===== config.mk =====
export PLATFORM = sky130hd
export DESIGN_NAME = tvr_front_flat
export DESIGN_NICKNAME = d
export VERILOG_FILES = /design/src/hw/rtl/tvr_pkg.sv /design/src/hw/rtl/tvr_in_if.sv /design/src/hw/rtl/tvr_front.sv /design/src/flat_wrapper.sv
export SDC_FILE = /design/constraint.sdc
export NUM_CORES = 1
export LEC_CHECK = 0
export ABC_AREA = 1
export CORE_UTILIZATION = 40
export CTS_BUF_LIST = sky130_fd_sc_hd__clkbuf_16
export DETAILED_ROUTE_END_ITERATION = 10
export DONT_BUFFER_PORTS = 1
export HOLD_SLACK_MARGIN = 0.08
export PLACE_DENSITY_LB_ADDON = 0.08
export SLEW_MARGIN = 30
export SYNTH_ARGS = -nofsm -noshare
export SYNTH_HDL_FRONTEND = slang
export SYNTH_SLANG_ARGS = --single-unit

===== constraint.sdc =====
create_clock -name clk -period 13.6 [get_ports clk]
set_clock_uncertainty 0.15 [all_clocks]
set_input_delay 1.36 -clock clk [delete_from_list [all_inputs] [get_ports clk]]
set_output_delay 1.36 -clock clk [all_outputs]
set_load 0.03 [all_outputs]

===== src/hw/rtl/tvr_pkg.sv =====
// shared types, constants and the arctangent table of the triangle vertex rotator
`timescale 1ns / 1ps
package tvr_pkg;

    // field widths
    localparam int IDX_W   = 16;
    localparam int RAD_W   = 10;
    localparam int STEP_W  = 17;
    localparam int CNT_W   = 16;
    localparam int CEN_W   = 11;
    localparam int COORD_W = 12;

    // configuration port
    localparam int CFG_IDX_W  = 3;
    localparam int CFG_DATA_W = 17;

    localparam logic [CFG_IDX_W-1:0] REG_RADIUS     = CFG_IDX_W'(0);
    localparam logic [CFG_IDX_W-1:0] REG_ANGLE_STEP = CFG_IDX_W'(1);
    localparam logic [CFG_IDX_W-1:0] REG_ROT_COUNT  = CFG_IDX_W'(2);
    localparam logic [CFG_IDX_W-1:0] REG_CENTER_X   = CFG_IDX_W'(3);
    localparam logic [CFG_IDX_W-1:0] REG_CENTER_Y   = CFG_IDX_W'(4);

    localparam logic [RAD_W-1:0]  RADIUS_RST     = RAD_W'(100);
    localparam logic [STEP_W-1:0] ANGLE_STEP_RST = STEP_W'(2560);
    localparam logic [CNT_W-1:0]  ROT_COUNT_RST  = CNT_W'(36);
    localparam logic [CEN_W-1:0]  CENTER_X_RST   = CEN_W'(300);
    localparam logic [CEN_W-1:0]  CENTER_Y_RST   = CEN_W'(150);

    // angles in 1/256 degree
    localparam int ANG_W         = 17;
    localparam int FULL_TURN     = 92160;
    localparam int HALF_TURN     = 46080;
    localparam int QUARTER_TURN  = 23040;
    localparam int THREE_QUARTER = 69120;
    localparam int THIRD_TURN    = 30720;
    localparam int ZSH           = 8;

    // modulo a full turn: full turn = 45 * 2^11
    localparam int PROD_W   = IDX_W + STEP_W;
    localparam int LOW_W    = 11;
    localparam int HI_W     = PROD_W - LOW_W;
    localparam int MOD_HI   = FULL_TURN / (2 ** LOW_W);
    localparam int RECIP_SH = 28;
    localparam int RECIP    = (2 ** RECIP_SH) / MOD_HI;
    localparam int RECIP_W  = 23;
    localparam int RP_W     = HI_W + RECIP_W;
    localparam int Q_W      = RP_W - RECIP_SH;
    localparam int REM_W    = 7;

    // cordic
    localparam int CORDIC_STAGES = 16;
    localparam int TABLE_LEN     = 24;
    localparam int Z_W           = 25;
    localparam int XY_W          = 33;
    localparam int GAIN_Q30      = 652032874;
    localparam int Q15_SH        = 15;
    localparam int TRIG_W        = 16;
    localparam int TQ_W          = XY_W - Q15_SH;

    // coordinate arithmetic
    localparam int MUL_W = RAD_W + 1 + TRIG_W;
    localparam int V_W   = MUL_W + 2;
    localparam int CR_W  = V_W - Q15_SH;

    localparam int VTX_N       = 3;
    localparam int QUEUE_DEPTH = 4;
    localparam int QPTR_W      = 2;

    typedef logic signed [Z_W-1:0] z_t;
    typedef logic signed [COORD_W-1:0] coord_t;
    typedef logic signed [TRIG_W-1:0] trig_t;

    typedef enum logic [1:0] {
        VTX_FIRST  = 2'd0,
        VTX_SECOND = 2'd1,
        VTX_THIRD  = 2'd2
    } vtx_t;

    typedef struct packed {
        logic [RAD_W-1:0]  radius;
        logic [STEP_W-1:0] angle_step;
        logic [CNT_W-1:0]  rotation_count;
        logic [CEN_W-1:0]  center_x;
        logic [CEN_W-1:0]  center_y;
    } cfg_t;

    // one classified item: folded cordic angle and negate flag per vertex
    typedef struct packed {
        logic              oor;
        logic [VTX_N-1:0]  neg;
        z_t [VTX_N-1:0]    z;
    } entry_t;

    // arctangent of 2^-i in 2^-16 degree, rounded to nearest
    function automatic z_t atan_lut(input logic [4:0] i);
        case (i)
            5'd0:    return Z_W'(2949120);
            5'd1:    return Z_W'(1740967);
            5'd2:    return Z_W'(919879);
            5'd3:    return Z_W'(466945);
            5'd4:    return Z_W'(234379);
            5'd5:    return Z_W'(117304);
            5'd6:    return Z_W'(58666);
            5'd7:    return Z_W'(29335);
            5'd8:    return Z_W'(14668);
            5'd9:    return Z_W'(7334);
            5'd10:   return Z_W'(3667);
            5'd11:   return Z_W'(1833);
            5'd12:   return Z_W'(917);
            5'd13:   return Z_W'(458);
            5'd14:   return Z_W'(229);
            5'd15:   return Z_W'(115);
            5'd16:   return Z_W'(57);
            5'd17:   return Z_W'(29);
            5'd18:   return Z_W'(14);
            5'd19:   return Z_W'(7);
            5'd20:   return Z_W'(4);
            5'd21:   return Z_W'(2);
            5'd22:   return Z_W'(1);
            default: return '0;
        endcase
    endfunction

endpackage


===== src/hw/rtl/tvr_in_if.sv =====
// index channel carrying one rotation index per transaction
`timescale 1ns / 1ps
interface tvr_in_if;
    import tvr_pkg::*;

    logic             valid;
    logic             ready;
    logic [IDX_W-1:0] rotation_index;

    modport source (output valid, output rotation_index, input ready);
    modport sink (input valid, input rotation_index, output ready);
endinterface


===== src/hw/rtl/tvr_front.sv =====
// front end: base angle, modulo reduction and per-vertex quadrant fold
`timescale 1ns / 1ps
module tvr_front (
    input  logic            clk,
    input  logic            rst_n,
    input  tvr_pkg::cfg_t   cfg,
    tvr_in_if.sink          index_chan,
    output logic            push,
    output tvr_pkg::entry_t push_data,
    input  logic            full
);
    import tvr_pkg::*;

    logic              adv;
    logic              fire;
    logic              v1_reg, v2_reg, v3_reg;
    logic [PROD_W-1:0] prod_reg;
    logic [PROD_W-1:0] prod_next;
    logic              oor1_reg, oor2_reg, oor3_reg;
    logic [HI_W-1:0]   hi2_reg;
    logic [LOW_W-1:0]  low2_reg;
    logic [RP_W-1:0]   recip_prod;
    logic [Q_W-1:0]    q_reg;
    logic [HI_W-1:0]   rem_full;
    logic [REM_W-1:0]  rem;
    logic [REM_W-1:0]  rem_red;
    logic [ANG_W-1:0]  base_reg;
    logic [ANG_W-1:0]  base_next;

    logic [ANG_W:0]         turn_sum [VTX_N];
    logic [ANG_W-1:0]       turn_ang [VTX_N];
    logic signed [ANG_W:0]  fold_ang [VTX_N];

    assign adv              = !v3_reg || !full;
    assign index_chan.ready = adv;
    assign fire             = index_chan.valid && adv;
    assign push             = v3_reg && !full;

    assign prod_next  = PROD_W'(index_chan.rotation_index) * PROD_W'(cfg.angle_step);
    assign recip_prod = RP_W'(prod_reg[PROD_W-1:LOW_W]) * RP_W'(RECIP);
    assign rem_full   = hi2_reg - HI_W'(q_reg) * HI_W'(MOD_HI);
    assign rem        = rem_full[REM_W-1:0];
    assign rem_red    = (rem >= REM_W'(MOD_HI)) ? rem - REM_W'(MOD_HI) : rem;
    assign base_next  = {rem_red[ANG_W-LOW_W-1:0], low2_reg};

    // three vertices a third of a turn apart, folded into [-90, 90] degrees
    always_comb
    begin
        push_data.oor = oor3_reg;
        for (int k = 0; k < VTX_N; k++)
        begin
            turn_sum[k] = {1'b0, base_reg} + (ANG_W+1)'(k * THIRD_TURN);
            if (turn_sum[k] >= (ANG_W+1)'(FULL_TURN))
            begin
                turn_ang[k] = ANG_W'(turn_sum[k] - (ANG_W+1)'(FULL_TURN));
            end
            else
            begin
                turn_ang[k] = turn_sum[k][ANG_W-1:0];
            end
            if (turn_ang[k] > ANG_W'(THREE_QUARTER))
            begin
                fold_ang[k]      = $signed({1'b0, turn_ang[k]}) - (ANG_W+1)'(FULL_TURN);
                push_data.neg[k] = 1'b0;
            end
            else if (turn_ang[k] > ANG_W'(QUARTER_TURN))
            begin
                fold_ang[k]      = $signed({1'b0, turn_ang[k]}) - (ANG_W+1)'(HALF_TURN);
                push_data.neg[k] = 1'b1;
            end
            else
            begin
                fold_ang[k]      = $signed({1'b0, turn_ang[k]});
                push_data.neg[k] = 1'b0;
            end
            push_data.z[k] = {fold_ang[k][Z_W-ZSH-1:0], {ZSH{1'b0}}};
        end
    end

    always_ff @(posedge clk or negedge rst_n)
    begin
        if (!rst_n)
        begin
            v1_reg <= 1'b0;
            v2_reg <= 1'b0;
            v3_reg <= 1'b0;
        end
        else if (adv)
        begin
            v1_reg <= fire;
            v2_reg <= v1_reg;
            v3_reg <= v2_reg;
        end
    end

    always_ff @(posedge clk)
    begin
        if (adv)
        begin
            prod_reg <= prod_next;
            oor1_reg <= (index_chan.rotation_index >= cfg.rotation_count);
            hi2_reg  <= prod_reg[PROD_W-1:LOW_W];
            low2_reg <= prod_reg[LOW_W-1:0];
            q_reg    <= recip_prod[RP_W-1:RECIP_SH];
            oor2_reg <= oor1_reg;
            base_reg <= base_next;
            oor3_reg <= oor2_reg;
        end
    end

endmodule


===== src/flat_wrapper.sv =====
// flat-port wrapper written by rule: the top's interface ports become plain ports
module tvr_front_flat import tvr_pkg::*;
  (clk, rst_n, cfg, push, push_data, full, index_chan_valid, index_chan_rotation_index, index_chan_ready);
  tvr_in_if index_chan_i ();
  input  logic clk;
  input  logic rst_n;
  input  tvr_pkg::cfg_t cfg;
  output logic push;
  output tvr_pkg::entry_t push_data;
  input  logic full;
  input wire logic [$bits(index_chan_i.valid)-1:0] index_chan_valid;
  input wire logic [$bits(index_chan_i.rotation_index)-1:0] index_chan_rotation_index;
  output wire logic [$bits(index_chan_i.ready)-1:0] index_chan_ready;
  assign index_chan_i.valid = index_chan_valid;
  assign index_chan_i.rotation_index = index_chan_rotation_index;
  assign index_chan_ready = index_chan_i.ready;
  tvr_front u_core (.clk(clk), .rst_n(rst_n), .cfg(cfg), .index_chan(index_chan_i), .push(push), .push_data(push_data), .full(full));
endmodule

==> flow_metrics.env, run 1 <==
export IMPL_drc=0
export IMPL_grt_pass1_wl_um=80500
export IMPL_vias_per_cell=4.65
export IMPL_end_kind="register"
export IMPL_drive_gt1_frac=0.0370
export IMPL_cts_tree="built"
export IMPL_cts_sinks=81
export IMPL_synth_xor_area_frac=0.0394
export IMPL_place_hpwl_um=41000
export IMPL_cts_buffers=9
export IMPL_min_path_type="reg2reg"
export IMPL_synthAdderAreaFrac=0.487
export IMPL_synth_compound_area_frac=0.0483
export IMPL_clk_insertion_delay_late_ns=0.36
export IMPL_clkTransAtPathRegs_ns=0.07
export IMPL_max_slew_margin=0.392
export IMPL_layout_min_cycle_time_ns=6.94
export IMPL_synth_ff_type="edfxtp_1"
export IMPL_rows=83
export IMPL_grt_start_max_net_pins=83
export IMPL_ios=166
export IMPL_cts_hold_buf=0
export IMPL_antenna_found_initial=0
export IMPL_drt_pass1_iter_count=5
export IMPL_yosysWarnings=0
export IMPL_setup_viol=0
export IMPL_crit_path_start="cfg[43]"
export IMPL_ys_seq_area_frac=0.115
export IMPL_use_met2=0.319
export IMPL_final_util=0.419
export IMPL_dieHeight_um=232
export IMPL_synth_cells=2546
export IMPL_first_global_vias=15619
export IMPL_gp_congestion=0.906
export IMPL_design_core_area_mm2=0.0517
export IMPL_totalWireLength_um=48000
export IMPL_fmax_mhz=144
export IMPL_synth_avg_cell_area_um2=8.29
export IMPL_rr_startpoint="u_core.prod_reg[15]$_DFFE_PN_"
export IMPL_synth_top_family_by_area="adder cells"
export IMPL_vias=14598
export IMPL_final_common_cell="inv_1"
export IMPL_r2r_cells=19
export IMPL_layout_common_cells="inv_1, nand2_1, fa_1, ha_1, edfxtp_1"
export IMPL_drv_slew=0
export IMPL_grt_util_met3=0.0168
export IMPL_largest_reg_flops=33
export IMPL_holdWs_ns=0.267
export IMPL_ys_types=55
export IMPL_finalSetupTns_ns=0
export IMPL_synth_seq_cells=81
export IMPL_worst_ep_arrival_time_ns=6.91
export IMPL_fin_nets=3160
export IMPL_drtIter0Drc=669
export IMPL_grt_ovfl_total=0
export IMPL_cts_resized=0
export IMPL_grtUsageTotal=0.188
export IMPL_netlist_area_mm2=0.0211
export IMPL_worstMarginPinSlew_ns=0.912
export IMPL_postCtsSetupRepairBufs=0
export IMPL_h_tree_depth=3
export IMPL_place_inst=3124
export IMPL_endpoint="u_core.prod_reg[28]$_DFFE_PN_"
export IMPL_clock_path_buffers=2
export IMPL_drv_cap=0
export IMPL_wl_per_cell_um=15.3
export IMPL_cp_start_kind="input port"
export IMPL_worst_setup_path_type="in2reg"
export IMPL_port_buffers=0
export IMPL_synthSimpleGateAreaFrac=0.149
export IMPL_status="finished, final reports clean"
export IMPL_rsz0062_at_grt="false"
export IMPL_hold_viol_final=0
export IMPL_grt_busiest_layer="met2"
export IMPL_ant_nets=0
export IMPL_use_met1=0.260
export IMPL_root_buffer="clkbuf_16"
export IMPL_async_flop_share=0.0370
export IMPL_muxShareOfSynthArea=0.000534
export IMPL_path_max_fanout=16
export IMPL_r2r_setup_slack_ns=7.67
export IMPL_syn_to_final_growth_pct=2.78
export IMPL_reg2reg_to="u_core.q_reg[5]$_DFFE_PN_"
export IMPL_die_w_um=232
export IMPL_timing_final_crit_share=0.510
export IMPL_stdcell_count=3140
export IMPL_synth_edf_count=78
export IMPL_die_area_mm2=0.0537
export IMPL_initial_core_util=0.408
export IMPL_antenna_cells=0
export IMPL_critPathRequiredTime_ns=13.56
==> logic make-up (layout without fill, tap and decap cells) <==
family	count (synthesis)	after routing
mux	1	1
buf+inv	846	737
xor+xnor	94	94
fa+ha+maj	620	620
compound gates	175	175
flops	81	81
other cells	1	24
simple gates	728	728
==> critical path, stage by stage <==
cell and delay [ns]:
nand2_1 0.04, inv_1 0.05, fa_1 0.53, inv_1 0.06, fa_1 0.59, fa_1 0.46
fa_1 0.49, inv_1 0.05, fa_1 0.52, inv_1 0.05, fa_1 0.52, inv_1 0.04
ha_1 0.36, a21o_1 0.22, a21oi_1 0.14, nand2_1 0.07, a31oi_1 0.51, o21ai_0 0.24
nand2_1 0.15, o21ai_0 0.15, nand3_1 0.12, nand2_1 0.06, nand2_1 0.06, nand2_1 0.04
==> cell type report <==
type	instances	area [um2]
clock inverter	7	108
fill	5322	30000
multi-input combinational	1642	15400
timing repair buffer	2	18.8
sequential	81	2420
clock buffer	9	225
tap	680	851
inverter	719	2700
==> Yosys cell counts (4+ instances only) <==
library cell / instances / area, um2
buf_4: 56 / 420
xor2_1: 61 / 534
inv_2: 14 / 52.6
xnor2_1: 32 / 280
nor2_2: 5 / 31.3
o21a_1: 10 / 75.1
clkbuf_1: 68 / 255
a21o_1: 10 / 75.1
o21ai_2: 4 / 35.0
o21ai_0: 45 / 225
nand3_1: 69 / 345
edfxtp_1: 78 / 2340
ha_1: 285 / 3570
a31oi_1: 6 / 37.5
a21oi_1: 73 / 365
nor2_1: 68 / 255
fa_1: 335 / 6710
nand2_4: 7 / 78.8
inv_1: 703 / 2640
o211ai_1: 5 / 37.5
nand2_1: 506 / 1900
o21ai_1: 8 / 40.0
nor4_1: 5 / 31.3
nand2_2: 21 / 131
nand3_2: 5 / 50.1
nor3_1: 10 / 50.1
nand4_1: 16 / 100
==> metal layers <==
layer  up-vias  part of all wire
li1       7304                 -
met1      7070              0.49
met2       180              0.48
met3        44             0.021
met4         0             0.015
met5         -                 0
==> how the worst min path moves through the flow <==
| stage | start | endpoint | slack [ns] | cells past startpoint |
|---|---|---|---|---|
| 3_3_place_gp | u_core.low2_reg[10]$_DFFE_PN_ | u_core.base_reg[10]$_DFFE_PN_ | 0.25 | 0 |
| 5_1_grt | u_core.prod_reg[0]$_DFFE_PN_ | u_core.low2_reg[0]$_DFFE_PN_ | 0.28 | 0 |
| 3_5_place_dp | u_core.low2_reg[2]$_DFFE_PN_ | u_core.base_reg[2]$_DFFE_PN_ | 0.25 | 0 |
| 4_1_cts | u_core.low2_reg[2]$_DFFE_PN_ | u_core.base_reg[2]$_DFFE_PN_ | 0.27 | 0 |
| 6_report | u_core.low2_reg[2]$_DFFE_PN_ | u_core.base_reg[2]$_DFFE_PN_ | 0.27 | 0 |
| 2_1_floorplan | u_core.low2_reg[0]$_DFFE_PN_ | u_core.base_reg[0]$_DFFE_PN_ | 0.25 | 0 |
==> through the flow <==
step / worst slack (ns) / area [um2]
floorplan: 6.57 / 21200
global placement: 6.35 / 21400
detailed placement: 6.32 / 21400
CTS: 6.70 / 21700
global route: 6.37 / 21700
finish: 6.66 / 21700
Power of run 1 is left out: the tool's default activity adds up to more than one toggle a clock period on the data nets, which glitch-free logic cannot reach.
==> inputs of run 2 (changes only) <==
clock period = 6.2 ns   (was 13.6 ns; I/O delays follow)
==> run 2 against run 1 <==
Sequential share of layout area fell by 0.091 points. Design area rose by 0.82%. Critical path depth fell by 5. Register-to-register slack got worse by 7.4 ns. Die area did not move. Core utilization rose by 0.34 points. Via count rose by 1.9%. Flip-flop and latch count did not move. Final cell count rose by 0.86%. Wire length rose by 2.0%. Highest routed layer unchanged. Worst hold slack got worse by 0.011 ns. Critical path type is now reg2reg.
==> flow_metrics.env, run 2 (synthesized netlist as in run 1, its figures left out) <==
export IMPL_design_core_area_mm2=0.0517
export IMPL_min_path_type="in2reg"
export IMPL_final_common_cell="inv_1"
export IMPL_timing_final_crit_share=0.960
export IMPL_worst_ep_arrival_time_ns=5.90
export IMPL_hold_viol_final=0
export IMPL_max_slew_margin=0.391
export IMPL_drv_slew=0
export IMPL_clock_path_buffers=2
export IMPL_vias=14881
export IMPL_place_hpwl_um=41800
export IMPL_fin_nets=3187
export IMPL_syn_to_final_growth_pct=3.62
export IMPL_ff_latch_area_mm2=0.00242
export IMPL_end_kind="register"
export IMPL_status="finished, final reports clean"
export IMPL_critPathRequiredTime_ns=6.15
export IMPL_r2r_cells=19
export IMPL_cts_buffers=9
export IMPL_ant_nets=0
export IMPL_clkTransAtPathRegs_ns=0.07
export IMPL_rsz0062_at_grt="false"
export IMPL_fillers=5263
export IMPL_crit_path_start="u_core.prod_reg[17]$_DFFE_PN_"
export IMPL_worst_setup_path_type="reg2reg"
export IMPL_port_buffers=0
export IMPL_initial_core_util=0.408
export IMPL_place_inst=3150
export IMPL_stdcell_count=3167
export IMPL_r2r_setup_slack_ns=0.25
export IMPL_largest_reg_flops=33
export IMPL_endpoint="u_core.q_reg[5]$_DFFE_PN_"
export IMPL_gp_congestion=0.918
export IMPL_grtUsageTotal=0.192
export IMPL_vias_per_cell=4.70
export IMPL_rows=83
export IMPL_die_w_um=232
export IMPL_drtIter0Drc=724
export IMPL_cp_start_kind="register"
export IMPL_drive_gt1_frac=0.0470
export IMPL_worstMarginPinSlew_ns=0.914
export IMPL_root_buffer="clkbuf_16"
export IMPL_ios=166
export IMPL_clk_insertion_delay_late_ns=0.36
export IMPL_rr_startpoint="u_core.prod_reg[17]$_DFFE_PN_"
export IMPL_wl_per_cell_um=15.5
export IMPL_antenna_cells=0
export IMPL_multiInputGateArea_mm2=0.0154
export IMPL_layout_min_cycle_time_ns=5.95
export IMPL_layout_common_cells="inv_1, nand2_1, fa_1, ha_1, edfxtp_1"
export IMPL_drc=0
export IMPL_reg2reg_to="u_core.q_reg[5]$_DFFE_PN_"
export IMPL_antenna_found_initial=0
export IMPL_drt_pass1_iter_count=5
export IMPL_h_tree_depth=3
export IMPL_path_max_fanout=5
export IMPL_cts_sinks=81
export IMPL_cts_tree="built"
export IMPL_first_global_vias=16070
export IMPL_grt_start_max_net_pins=63
export IMPL_grt_ovfl_total=0
export IMPL_setup_viol=0
export IMPL_grt_pass1_wl_um=82000
export IMPL_dieHeight_um=232
export IMPL_die_area_mm2=0.0537
export IMPL_totalWireLength_um=49000
export IMPL_drv_cap=0
export IMPL_fmax_mhz=168
run 2: what timing repair did:
action / 4_1_cts / 5_1_grt
hold endpoints to repair: 3 / 0
hold buffers: 1 / 0
buffers inserted: 0 / 0
resized for setup: 0 / 1
endpoints found under the setup margin: 0 / 1
run 2: routing by layer:
layer,vias to the layer above,track usage,share of wire
met1,7281,0.256,0.48
met3,37,0.0179,0.024
li1,7356,-,-
met4,0,0.0432,0.015
met5,-,0,0
met2,207,0.335,0.49
run 2: layout make-up:
| type | count | share of cell area |
|---|---|---|
| inverters | 719 | 0.124 |
| repair buffers | 29 | 0.0101 |
| flip-flops and latches | 81 | 0.111 |
| well taps | 680 | 0.0389 |
| multi-input cells | 1642 | 0.703 |
| clock inverters | 7 | 0.00383 |
| clock buffers | 9 | 0.0103 |
run 2: stage by stage:
stage	worst slack [ns]	area (um2)	TNS (ns)	utilization	hold WS, ns
2_1_floorplan	0.000605	21200	0	-	0.174
3_5_place_dp	-0.102	21600	-0.102	0.417	0.174
3_3_place_gp	-0.0460	21600	-0.0460	0.417	0.174
5_1_grt	0.00437	21900	0	0.423	0.243
6_report	0.249	21900	0	0.423	0.256
4_1_cts	0.205	21900	0	0.423	0.229
run 2: how the worst min path moves through the flow:
stage,start,end,slack [ns],cells past startpoint
2_1_floorplan,rst_n,u_core.v1_reg$_DFFE_PN0N_,0.17,0
3_3_place_gp,rst_n,u_core.v1_reg$_DFFE_PN0N_,0.17,0
3_5_place_dp,rst_n,u_core.v1_reg$_DFFE_PN0N_,0.17,0
4_1_cts,index_chan_valid,u_core.v1_reg$_DFFE_PN0N_,0.23,1
5_1_grt,index_chan_valid,u_core.v1_reg$_DFFE_PN0N_,0.24,1
6_report,index_chan_valid,u_core.v1_reg$_DFFE_PN0N_,0.26,1
run 2: critical path, stage by stage, from the launching register on:
cell      delay, ns
edfxtp_1       0.55
ha_1           0.43
inv_1          0.12
fa_1           0.60
inv_1          0.08
fa_1           0.51
fa_1           0.54
fa_1           0.55
inv_1          0.05
fa_1           0.53
inv_1          0.04
ha_1           0.33
nand2_1        0.09
nor2_1         0.17
inv_1          0.06
nor2_1         0.14
nand3_1        0.08
o211ai_1       0.35
a21oi_1        0.14
xor2_1         0.18
Power of run 2 is left out for the same reason.
