--- src/hw/rtl/tvr_pkg.sv ---
// shared types, constants and the arctangent table of the triangle vertex rotator
`timescale 1ns / 1ps
package tvr_pkg;

    // field widths
    localparam int IDX_W   = 16;
    localparam int RAD_W   = 10;
    localparam int STEP_W  = 17;
    localparam int CNT_W   = 16;
    localparam int CEN_W   = 11;
    localparam int COORD_W = 12;

    // configuration port
    localparam int CFG_IDX_W  = 3;
    localparam int CFG_DATA_W = 17;

    localparam logic [CFG_IDX_W-1:0] REG_RADIUS     = CFG_IDX_W'(0);
    localparam logic [CFG_IDX_W-1:0] REG_ANGLE_STEP = CFG_IDX_W'(1);
    localparam logic [CFG_IDX_W-1:0] REG_ROT_COUNT  = CFG_IDX_W'(2);
    localparam logic [CFG_IDX_W-1:0] REG_CENTER_X   = CFG_IDX_W'(3);
    localparam logic [CFG_IDX_W-1:0] REG_CENTER_Y   = CFG_IDX_W'(4);

    localparam logic [RAD_W-1:0]  RADIUS_RST     = RAD_W'(100);
    localparam logic [STEP_W-1:0] ANGLE_STEP_RST = STEP_W'(2560);
    localparam logic [CNT_W-1:0]  ROT_COUNT_RST  = CNT_W'(36);
    localparam logic [CEN_W-1:0]  CENTER_X_RST   = CEN_W'(300);
    localparam logic [CEN_W-1:0]  CENTER_Y_RST   = CEN_W'(150);

    // angles in 1/256 degree
    localparam int ANG_W         = 17;
    localparam int FULL_TURN     = 92160;
    localparam int HALF_TURN     = 46080;
    localparam int QUARTER_TURN  = 23040;
    localparam int THREE_QUARTER = 69120;
    localparam int THIRD_TURN    = 30720;
    localparam int ZSH           = 8;

    // modulo a full turn: full turn = 45 * 2^11
    localparam int PROD_W   = IDX_W + STEP_W;
    localparam int LOW_W    = 11;
    localparam int HI_W     = PROD_W - LOW_W;
    localparam int MOD_HI   = FULL_TURN / (2 ** LOW_W);
    localparam int RECIP_SH = 28;
    localparam int RECIP    = (2 ** RECIP_SH) / MOD_HI;
    localparam int RECIP_W  = 23;
    localparam int RP_W     = HI_W + RECIP_W;
    localparam int Q_W      = RP_W - RECIP_SH;
    localparam int REM_W    = 7;

    // cordic
    localparam int CORDIC_STAGES = 16;
    localparam int TABLE_LEN     = 24;
    localparam int Z_W           = 25;
    localparam int XY_W          = 33;
    localparam int GAIN_Q30      = 652032874;
    localparam int Q15_SH        = 15;
    localparam int TRIG_W        = 16;
    localparam int TQ_W          = XY_W - Q15_SH;

    // coordinate arithmetic
    localparam int MUL_W = RAD_W + 1 + TRIG_W;
    localparam int V_W   = MUL_W + 2;
    localparam int CR_W  = V_W - Q15_SH;

    localparam int VTX_N       = 3;
    localparam int QUEUE_DEPTH = 4;
    localparam int QPTR_W      = 2;

    typedef logic signed [Z_W-1:0] z_t;
    typedef logic signed [COORD_W-1:0] coord_t;
    typedef logic signed [TRIG_W-1:0] trig_t;

    typedef enum logic [1:0] {
        VTX_FIRST  = 2'd0,
        VTX_SECOND = 2'd1,
        VTX_THIRD  = 2'd2
    } vtx_t;

    typedef struct packed {
        logic [RAD_W-1:0]  radius;
        logic [STEP_W-1:0] angle_step;
        logic [CNT_W-1:0]  rotation_count;
        logic [CEN_W-1:0]  center_x;
        logic [CEN_W-1:0]  center_y;
    } cfg_t;

    // one classified item: folded cordic angle and negate flag per vertex
    typedef struct packed {
        logic              oor;
        logic [VTX_N-1:0]  neg;
        z_t [VTX_N-1:0]    z;
    } entry_t;

    // arctangent of 2^-i in 2^-16 degree, rounded to nearest
    function automatic z_t atan_lut(input logic [4:0] i);
        case (i)
            5'd0:    return Z_W'(2949120);
            5'd1:    return Z_W'(1740967);
            5'd2:    return Z_W'(919879);
            5'd3:    return Z_W'(466945);
            5'd4:    return Z_W'(234379);
            5'd5:    return Z_W'(117304);
            5'd6:    return Z_W'(58666);
            5'd7:    return Z_W'(29335);
            5'd8:    return Z_W'(14668);
            5'd9:    return Z_W'(7334);
            5'd10:   return Z_W'(3667);
            5'd11:   return Z_W'(1833);
            5'd12:   return Z_W'(917);
            5'd13:   return Z_W'(458);
            5'd14:   return Z_W'(229);
            5'd15:   return Z_W'(115);
            5'd16:   return Z_W'(57);
            5'd17:   return Z_W'(29);
            5'd18:   return Z_W'(14);
            5'd19:   return Z_W'(7);
            5'd20:   return Z_W'(4);
            5'd21:   return Z_W'(2);
            5'd22:   return Z_W'(1);
            default: return '0;
        endcase
    endfunction

endpackage

--- src/hw/rtl/tvr_queue.sv ---
// short queue of classified items between front and back
`timescale 1ns / 1ps
module tvr_queue (
    input  logic            clk,
    input  logic            rst_n,
    input  logic            push,
    input  tvr_pkg::entry_t push_data,
    output logic            full,
    input  logic            pop,
    output tvr_pkg::entry_t head,
    output logic            empty
);
    import tvr_pkg::*;

    entry_t            mem_reg [QUEUE_DEPTH];
    logic [QPTR_W-1:0] wr_ptr_reg, rd_ptr_reg;
    logic [QPTR_W:0]   count_reg;
    logic [QPTR_W:0]   count_next;

    assign full  = (count_reg == (QPTR_W+1)'(QUEUE_DEPTH));
    assign empty = (count_reg == '0);
    assign head  = mem_reg[rd_ptr_reg];

    always_comb
    begin
        count_next = count_reg;
        if (push && !pop)
        begin
            count_next = count_reg + 1'b1;
        end
        else if (pop && !push)
        begin
            count_next = count_reg - 1'b1;
        end
    end

    always_ff @(posedge clk or negedge rst_n)
    begin
        if (!rst_n)
        begin
            wr_ptr_reg <= '0;
            rd_ptr_reg <= '0;
            count_reg  <= '0;
        end
        else
        begin
            if (push)
            begin
                wr_ptr_reg <= wr_ptr_reg + 1'b1;
            end
            if (pop)
            begin
                rd_ptr_reg <= rd_ptr_reg + 1'b1;
            end
            count_reg <= count_next;
        end
    end

    always_ff @(posedge clk)
    begin
        if (push)
        begin
            mem_reg[wr_ptr_reg] <= push_data;
        end
    end

endmodule

--- config.mk ---
export PLATFORM = sky130hd
export DESIGN_NAME = tvr_queue
export DESIGN_NICKNAME = d
export VERILOG_FILES = /design/src/hw/rtl/tvr_pkg.sv /design/src/hw/rtl/tvr_queue.sv
export SDC_FILE = /design/constraint.sdc
export NUM_CORES = 1
export LEC_CHECK = 0
export ABC_AREA = 1
export BUFFER_PORTS_ARGS = -buffer_cell sky130_fd_sc_hd__buf_4
export CAP_MARGIN = 20
export CORE_AREA = 2 2 158 160
export CTS_CLUSTER_SIZE = 8
export DETAILED_ROUTE_END_ITERATION = 8
export DIE_AREA = 0 0 160 162
export GPL_TIMING_DRIVEN = 0
export PLACE_DENSITY_LB_ADDON = 0.1
export SYNTH_ARGS = -nofsm -noshare
export SYNTH_HDL_FRONTEND = slang
export SYNTH_SLANG_ARGS = --single-unit
--- constraint.sdc ---
create_clock -name clk -period 3.5 [get_ports clk]
set_input_delay 0.525 -clock clk [delete_from_list [all_inputs] [get_ports clk]]
set_output_delay 0.525 -clock clk [all_outputs]
set_load 0.02 [all_outputs]
==> flow_summary.ini, run 1 <==
[yosys]
synthTopCellsByArea = edfxtp_1 74%, o211ai_1 9.3%, nand2_1 7.3%, inv_1 4.9%, dfrtp_1 1.4%
synthXorXnorAreaFrac = 0.00273
synth_edf_count = 316
synthTopCellsByCount = 316 x edfxtp_1, 250 x nand2_1, 169 x inv_1, 158 x o211ai_1, 25 x clkbuf_1
synth_simple_gate_area_frac = 0.0749
ys_seq_area_frac = 0.754
muxShareOfSynthArea = 0
synth_top_family_by_area = compound AO/OA/AOI/OAI gates
async_reset_ff_frac = 0.0217
synth_ff_type = edfxtp_1
synth_compound_area_frac = 0.0929
ys_seq_elements = 323
yosysUniqueCellTypes = 18
syn_nets = 1058
syn_avg_cell_area_um2 = 13.2
yosysTopAreaCell = edfxtp_1
synth_area_um2 = 12800
synth.most_common_cell = edfxtp_1
synth_adder_area_share = 0.00644
synthCells = 969
synth_top_area_frac = 0.740
synth_warnings = 0

[clock_tree]
insertion_delay_ns = 0.52
numCtsBuffers = 46
cts.path.max_buffers = 3
cts_root_buffer = clkbuf_16
clkSinkCount = 323
clk_pin_slew_ns = 0.05
tritoncts = built
ctsHtreeMaxLevel = 2

[cells_and_area]
fill_cells = 1781
post-route-util = 0.657
instances_no_fill = 1517
final_area_um2 = 15800
drive_gt1_frac = 0.208
nets = 1274
largest_reg_flops = 316
syn2layout_area_growth_pct = 23.5
diodes = 0

[sta]
fmax_ghz = 0.362
tns_ns = 0
min_period_over_period = 0.788
rsz0062_at_grt = no
fin_worst_skew_ns = 0.00720
tightest_slew_ns = 0.641
setup_viol = 0
finalHoldViolations = 0
min_period_ns = 2.76
slew_violations = 0
relSlewSlack = 0.573

[detailed_routing]
wl_per_cell_um = 17.8
dr_total_vias = 7768
avgViaCountPerCell = 5.12
ant_nets = 0
wl_mm = 27.0
drt-initial-drc-count = 515
dr.pass1.iters = 5
post-route-drc-count = 0

[floorplanning]
start_util = 0.532
die_w_um = 160
dieArea_um2 = 25900
ioPinCount = 164
die_h_um = 162
std_cell_rows = 57
core_um2 = 24100

[min_path]
min_path_type = in2reg
hp-start = push_data[46]

[setup_path]
critPathRequiredTime_ns = 2.97
reg2reg_to = mem_reg[0][28]
arrival_ns = 2.23
crit_end = head[42]
crit_path_start = rd_ptr_reg[1]
r2r_cells = 5
critical_path_class = reg2out
r2r_slack_ns = 1.64
cp-end-kind = primary output
r2r_start = wr_ptr_reg[0]
path_max_fanout = 10
cp-start-kind = register

[status]
outcome = complete, no violations

[run]
maxCapViolations = 0

[place]
post_dp_cell_area_um2 = 14600
hpwl_mm = 15.9
place_inst = 1460
gp_congestion = 0.716
port_buffers = 163

[global_routing]
grt_pass1_vias = 7821
grt_use_total = 0.212
overflow = 0
grt_pass1_wl_mm = 41.8
antenna_found_initial = 1
grt_max_degree = 61

[power_and_ir_drop]
power_frac_seq = 0.357
intPower_mw = 9.44
combPwrFrac = 0.380
switchingPower_mw = 5.23
power_density_nw_per_um2 = 927
peakVddDrop_v = 0.000590
netSwitchingFraction = 0.357
power_leakage_nw = 6.39
power.clock.fraction = 0.264
total_power_mw = 14.7
## timing repair
action | in CTS | in global routing
buffers inserted | 0 | 0
hold buffers | 1 | 0
resized for setup | 0 | 0
endpoints found under the hold margin | 7 | 0
## worst max-delay path, stage by stage (launching register included)
cell	delay (ns)
dfrtp_1	0.34
buf_2	0.20
inv_2	0.24
clkbuf_1	0.46
o211ai_1	0.17
nand2_1	0.14
buf_4	0.16
## per-layer routing
metal | wire, µm | global-route usage
met1 | 11300 | 0.276
met2 | 13400 | 0.363
met3 | 1620 | 0.0429
met4 | 700 | 0.0692
met5 | 16 | 0
## cells by family after synthesis
| group | after synthesis |
|---|---|
| flip-flops | 323 |
| AND/OR/NAND/NOR | 254 |
| XOR/XNOR | 4 |
| buffers and inverters | 223 |
| AO/OA/AOI/OAI | 159 |
| adder cells (fa/ha/maj) | 6 |
## worst min path at each step
stage,slack (ns),cells after the start,to
2_1_floorplan,0.23,0,count_reg[0]
3_3_place_gp,0.35,1,count_reg[2]
3_5_place_dp,0.35,1,count_reg[2]
4_1_cts,0.18,1,mem_reg[3][37]
5_1_grt,0.18,1,mem_reg[1][10]
6_report,0.20,1,mem_reg[3][46]
## layout by cell type, fill, tap and decap left out
cell,synthesis,layout
edfxtp_1,316,316
nand2_1,250,250
buf_4,6,169
inv_1,169,165
o211ai_1,158,158
clkbuf_16,0,49
clkbuf_1,25,31
buf_2,20,20
dfrtp_1,7,7
ha_1,5,5
inv_4,0,4
buf_16,0,4
xor2_1,3,3
buf_1,2,2
nor3_1,2,2
inv_2,1,1
xnor2_1,1,1
o21ai_0,1,1
nand3_1,1,1
nand4_1,1,1
fa_1,1,1
clkinvlp_4,0,1
dlygate4sd3_1,0,1
## power groups by stage
stage	Combinational [mW]	Clock (mW)	Sequential, mW
after CTS	5.66	3.94	5.24
after global routing	6.09	4.11	5.28
after detailed placement	5.64	0	5.30
final	5.57	3.87	5.23
after global placement	5.51	0	5.38
after floorplan	3.27	0	5.31
## per-stage QoR
stage	hold WS (ns)	worst slack (ns)
finish	0.201	0.740
global placement	0.349	-0.702
detailed placement	0.348	1.28
CTS	0.184	0.715
floorplan	0.229	0.720
global route	0.184	0.600
## layout make-up
| class | count | area, µm² | share of cell area |
|---|---|---|---|
| timing repair buffer | 168 | 1340 | 0.0849 |
| multi-input combinational | 423 | 2270 | 0.143 |
| clock buffer | 55 | 1250 | 0.0789 |
| clock inverter | 1 | 7.51 | 0.000474 |
| buffer | 53 | 246 | 0.0156 |
| inverter | 170 | 648 | 0.0409 |
| sequential | 323 | 9660 | 0.610 |
| tap | 324 | 405 | 0.0256 |
Note: power is estimated with default switching activity, not from simulation.
==> run 2, diff against run 1 <==
--- a/config.mk
+++ b/config.mk
@@ -5,13 +5,13 @@
 export SDC_FILE = /design/constraint.sdc
 export NUM_CORES = 1
 export LEC_CHECK = 0
-export ABC_AREA = 1
+export ABC_AREA = 0
 export BUFFER_PORTS_ARGS = -buffer_cell sky130_fd_sc_hd__buf_4
 export CAP_MARGIN = 20
-export CORE_AREA = 2 2 158 160
+export CORE_AREA = 2 2 152 154
 export CTS_CLUSTER_SIZE = 8
 export DETAILED_ROUTE_END_ITERATION = 8
-export DIE_AREA = 0 0 160 162
+export DIE_AREA = 0 0 154 156
 export GPL_TIMING_DRIVEN = 0
 export PLACE_DENSITY_LB_ADDON = 0.1
 export SYNTH_ARGS = -nofsm -noshare
==> constraint.sdc (replaced) <==
create_clock -name clk -period 2.69 [get_ports clk]
set_input_delay 0.4035 -clock clk [delete_from_list [all_inputs] [get_ports clk]]
set_output_delay 0.4035 -clock clk [all_outputs]
set_load 0.02 [all_outputs]
==> flow_summary.ini, run 2 <==
[power_and_ir_drop]
peakVddDrop_v = 0.000675
power_leakage_nw = 5.16
power_frac_seq = 0.389
power.clock.fraction = 0.285
power_density_nw_per_um2 = 1180
netSwitchingFraction = 0.289
combPwrFrac = 0.326
switchingPower_mw = 5.08
intPower_mw = 12.5

[place]
place_inst = 899
port_buffers = 163
gp_congestion = 0.705
hpwl_mm = 12.6

[floorplanning]
start_util = 0.531
die_w_um = 154
dieArea_um2 = 24000
std_cell_rows = 55
die_h_um = 156
core_um2 = 22400
ioPinCount = 164

[clock_tree]
tritoncts = built
cts_root_buffer = clkbuf_16
clk_pin_slew_ns = 0.05
ctsHtreeMaxLevel = 2
cts.path.max_buffers = 3
clkSinkCount = 323
numCtsBuffers = 46
insertion_delay_ns = 0.51

[sta]
finalHoldViolations = 0
min_period_over_period = 0.917
fin_worst_skew_ns = 0.00943
timing.hold.ws_ns = 0.0806
fmax_ghz = 0.405
relSlewSlack = 0.500
rsz0062_at_grt = no
tightest_slew_ns = 0.750
setup_viol = 0
slew_violations = 0
min_period_ns = 2.47

[cells_and_area]
drive_gt1_frac = 0.473
register_area_um2 = 9660
fill_cells = 1448
layout_commonest_cell = edfxtp_1
multi_input_area_um2 = 1990
syn2layout_area_growth_pct = 24.9
diodes = 0
instances_no_fill = 957
nets = 751
layout_common_cells = 316 x edfxtp_1, 163 x buf_4, 79 x mux4_2
post-route-util = 0.663
largest_reg_flops = 316

[yosys]
synthTopCellsByArea = edfxtp_1 80%, mux4_2 15%, dfrtp_1 1.5%, buf_12 1.3%, ha_1 0.53%
synth.most_common_cell = edfxtp_1
synthCells = 447
yosysUniqueCellTypes = 19
synth_area_um2 = 11900
ys_seq_elements = 323
syn_avg_cell_area_um2 = 26.6
yosysTopAreaCell = edfxtp_1
synth_ff_type = edfxtp_1
ys_seq_area_frac = 0.814
synth_edf_count = 316
synth_top_area_frac = 0.799
synthTopCellsByCount = 316 x edfxtp_1, 79 x mux4_2, 8 x buf_12, 8 x buf_2, 7 x dfrtp_1
async_reset_ff_frac = 0.0217
syn_nets = 536
synth_warnings = 0

[detailed_routing]
avgViaCountPerCell = 5.56
drt-initial-drc-count = 256
dr_total_vias = 5318
ant_nets = 0
post-route-drc-count = 0
wl_per_cell_um = 21.7
dr.pass1.iters = 5
wl_mm = 20.7

[setup_path]
critPathBufInv = 2
cp-end-kind = primary output
cp-start-kind = register
crit_family = flip-flops
crit_path_start = rd_ptr_reg[1]
arrival_ns = 2.06
cpPeakStageDelay_ns = 0.60
critPathRequiredTime_ns = 2.29
cp_slowest_cell = dfrtp_1
path_max_fanout = 10
crit_chain = buf_2, mux4_2, buf_4
r2r_start = wr_ptr_reg[0]
critical_path_class = reg2out

[status]
outcome = complete, no violations

[global_routing]
grt_pass1_wl_mm = 32.0
grt_max_degree = 47
overflow = 0
grt_use_total = 0.177
antenna_found_initial = 0
grt_pass1_vias = 5815

[min_path]
min_path_type = in2reg
hp-start = pop

[run]
maxCapViolations = 0
-- run 2: cell count changes in the layout (fill, tap and decap cells not counted), moves of 2 or more --
cell / previous run / this run
nand2_1: 250 / 2
buf_16: 4 / 2
and2_4: 0 / 4
o211ai_1: 158 / 0
buf_12: 0 / 10
buf_4: 169 / 163
inv_1: 165 / 4
clkbuf_1: 31 / 8
inv_4: 4 / 0
mux4_2: 0 / 79
buf_2: 20 / 8
buf_1: 2 / 0
-- run 2: worst reg2reg max path: cells and delay by family, from the launching register on --
family	cells	cell delay [ns]
fa+ha+maj	1	0.14
flops	1	0.42
simple gates	1	0.63
buf+inv	2	0.44
-- run 2: final timing paths --
check                                      end  depth (start not counted)  slack [ns]
worst max-delay path                  head[56]                          3        0.22
worst min-delay path             rd_ptr_reg[0]                          2        0.08
min in group asynchronous         count_reg[1]                          2        0.23
worst min register to register    count_reg[2]                          1        0.51
max in group asynchronous        wr_ptr_reg[0]                          2        2.34
worst max register to register  mem_reg[0][51]                          4        0.71
-- run 2: repair_timing --
item	in CTS	in global routing
hold endpoints to repair	7	0
resized for setup	0	0
setup endpoints to repair	11	0
hold buffers	1	0
setup buffers	0	0
-- run 2: cells by family after synthesis --
| family | synth area share |
|---|---|
| adders and majority gates | 0.00695 |
| and+or+nand+nor | 0.00411 |
| muxes | 0.151 |
| buffers and inverters | 0.0194 |
| xor gates and xnor gates | 0.00443 |
| DFF | 0.814 |
| AOI/OAI and AO/OA | 0.000421 |
-- run 2: per-stage QoR --
stage | worst slack [ns] | cell area, µm² | power, mW | setup TNS (ns)
finish | 0.223 | 14800 | 17.6 | 0
global route | 0.126 | 14800 | 18.4 | 0
CTS | 0.146 | 14800 | 17.9 | 0
floorplan | 0.653 | 11900 | 10.6 | 0
global placement | -0.139 | 13500 | 12.7 | -33.09
detailed placement | 0.528 | 13600 | 12.8 | 0
-- run 2: layout make-up --
cell class	instances	share of cell area
Timing Repair Buffer	168	0.0896
Clock inverter	1	0.000506
Buffer	17	0.0143
Sequential cell	323	0.652
Clock buffer	57	0.0847
Multi-Input combinational cell	102	0.134
Inverter	4	0.00101
Tap cell	285	0.0240
-- run 2: power by group through the flow --
| stage | Combinational, mW | Clock (mW) | Sequential, mW |
|---|---|---|---|
| after global placement | 5.76 | 0 | 6.90 |
| final | 5.72 | 5.01 | 6.83 |
| after global routing | 6.08 | 5.37 | 6.91 |
| after detailed placement | 5.89 | 0 | 6.91 |
| after CTS | 5.87 | 5.14 | 6.85 |
| after floorplan | 3.72 | 0 | 6.85 |
-- run 2: layer usage --
metal  vias to the layer above  GRT usage  share of wire
met1                      2770      0.225           0.40
met2                       169      0.300           0.51
met4                         0     0.0587          0.025
met5                         -          0              0
li1                       2333          -              -
met3                        46     0.0483          0.065
==> run 3, diff against run 2 <==
--- a/config.mk
+++ b/config.mk
@@ -13,7 +13,7 @@
 export DETAILED_ROUTE_END_ITERATION = 8
 export DIE_AREA = 0 0 154 156
 export GPL_TIMING_DRIVEN = 0
-export PLACE_DENSITY_LB_ADDON = 0.1
+export PLACE_DENSITY_LB_ADDON = 0.25
 export SYNTH_ARGS = -nofsm -noshare
 export SYNTH_HDL_FRONTEND = slang
 export SYNTH_SLANG_ARGS = --single-unit
==> flow_summary.ini, run 3 (synthesis gave the netlist of run 2 again) <==
[status]
outcome = complete, no violations

[detailed_routing]
drt-initial-drc-count = 330
wl_per_cell_um = 22.1
dr_total_vias = 5293
dr.pass1.iters = 4
ant_nets = 0
post-route-drc-count = 0
wl_mm = 21.1
avgViaCountPerCell = 5.53

[global_routing]
grt_use_total = 0.179
grt_pass1_vias = 5851
grt_max_degree = 48
grt_pass1_wl_mm = 32.4
overflow = 0
antenna_found_initial = 0

[clock_tree]
numCtsBuffers = 46
postCtsSetupRepairBufs = 0
cts_resized = 0
ctsHtreeMaxLevel = 2
clk_pin_slew_ns = 0.05
clkSinkCount = 323
tritoncts = built
cts.path.max_buffers = 3
insertion_delay_ns = 0.51
cts_root_buffer = clkbuf_16

[floorplanning]
ioPinCount = 164
die_h_um = 156
die_w_um = 154
start_util = 0.531
core_um2 = 22400
dieArea_um2 = 24000
std_cell_rows = 55

[setup_path]
crit_family = flip-flops
critPathBufInv = 2
critPathRequiredTime_ns = 2.29
cpPeakStageDelay_ns = 0.62
critical_path_class = reg2out
cp-end-kind = primary output
cp_slowest_cell = dfrtp_1
crit_chain = buf_2, mux4_2, buf_4
arrival_ns = 2.09
cp-start-kind = register
path_max_fanout = 10

[place]
gp_congestion = 0.703
port_buffers = 163
hpwl_mm = 12.7

[sta]
rsz0062_at_grt = no
min_period_over_period = 0.929
finalHoldViolations = 0
slew_violations = 0
min_period_ns = 2.50
timing.hold.ws_ns = 0.0892
tightest_slew_ns = 0.591
relSlewSlack = 0.606
fin_worst_skew_ns = 0.00733
setup_viol = 0
fmax_ghz = 0.400

[cells_and_area]
fill_cells = 1391
multi_input_area_um2 = 1990
post-route-util = 0.664
diodes = 0
nets = 751
drive_gt1_frac = 0.473
layout_common_cells = 316 x edfxtp_1, 163 x buf_4, 79 x mux4_2
register_area_um2 = 9660
syn2layout_area_growth_pct = 25.0
layout_commonest_cell = edfxtp_1
largest_reg_flops = 316

[power_and_ir_drop]
total_power_mw = 17.6
netSwitchingFraction = 0.289
intPower_mw = 12.5
power_frac_seq = 0.389
power.clock.fraction = 0.284
peakVddDrop_v = 0.000890
combPwrFrac = 0.327
power_density_nw_per_um2 = 1180
power_leakage_nw = 5.17
switchingPower_mw = 5.09

[min_path]
min_path_type = in2reg

[run]
maxCapViolations = 0
==> run 3: worst paths after layout <==
check,from,endpoint,slack [ns],depth (start not counted)
hold / removal,push_data[27],mem_reg[1][27],0.09,1
hold reg to reg,count_reg[2],count_reg[2],0.50,1
max in group asynchronous,rst_n,count_reg[0],2.31,2
min in group asynchronous,rst_n,wr_ptr_reg[0],0.25,2
setup reg to reg,wr_ptr_reg[0],mem_reg[0][28],0.81,4
setup / recovery,rd_ptr_reg[1],head[8],0.19,3
==> run 3: routing by layer <==
layer	GRT usage	wire length, µm
met4	0.0498	322
met1	0.226	8290
met2	0.313	11200
met5	0	0
met3	0.0453	1300
==> run 3: layout make-up <==
type                            count  share of cell area
Buffer                             17              0.0142
Clock buffer                       57              0.0846
Clock inverter                      1            0.000506
Inverter                            4             0.00101
Multi-Input combinational cell    102               0.134
Sequential cell                   323               0.651
Tap cell                          285              0.0240
Timing Repair Buffer              168              0.0905
==> run 3: repair_timing <==
action | in CTS | in global routing
endpoints found under the setup margin | 49 | 0
endpoints found under the hold margin | 7 | 0
hold buffers | 1 | 0
==> run 3: metrics by stage <==
step                      area [µm²]  std cells  setup slack [ns]  setup TNS, ns
after floorplan                11900        447             0.653              0
after global placement         13500        895           -0.0892         -17.74
after detailed placement       13600        899             0.511              0
after CTS                      14800        957             0.136              0
after global routing           14800        957            0.0617              0
final                          14800        957             0.192              0
==> run 3: power groups by stage <==
stage	clock [mW]	sequential [mW]	combinational (mW)
2_1_floorplan	0	6.85	3.72
3_3_place_gp	0	6.90	5.73
3_5_place_dp	0	6.91	5.88
4_1_cts	5.12	6.86	5.88
5_1_grt	5.34	6.92	6.10
6_report	5.00	6.84	5.74
==> run 3: worst reg2reg max path, delay by kind of cell, from the launching register on <==
kind                     cells  cell delay, ns
AND/OR/NAND/NOR              1            0.51
adder cells (fa/ha/maj)      1            0.15
buffers and inverters        2            0.44
flip-flops                   1            0.42
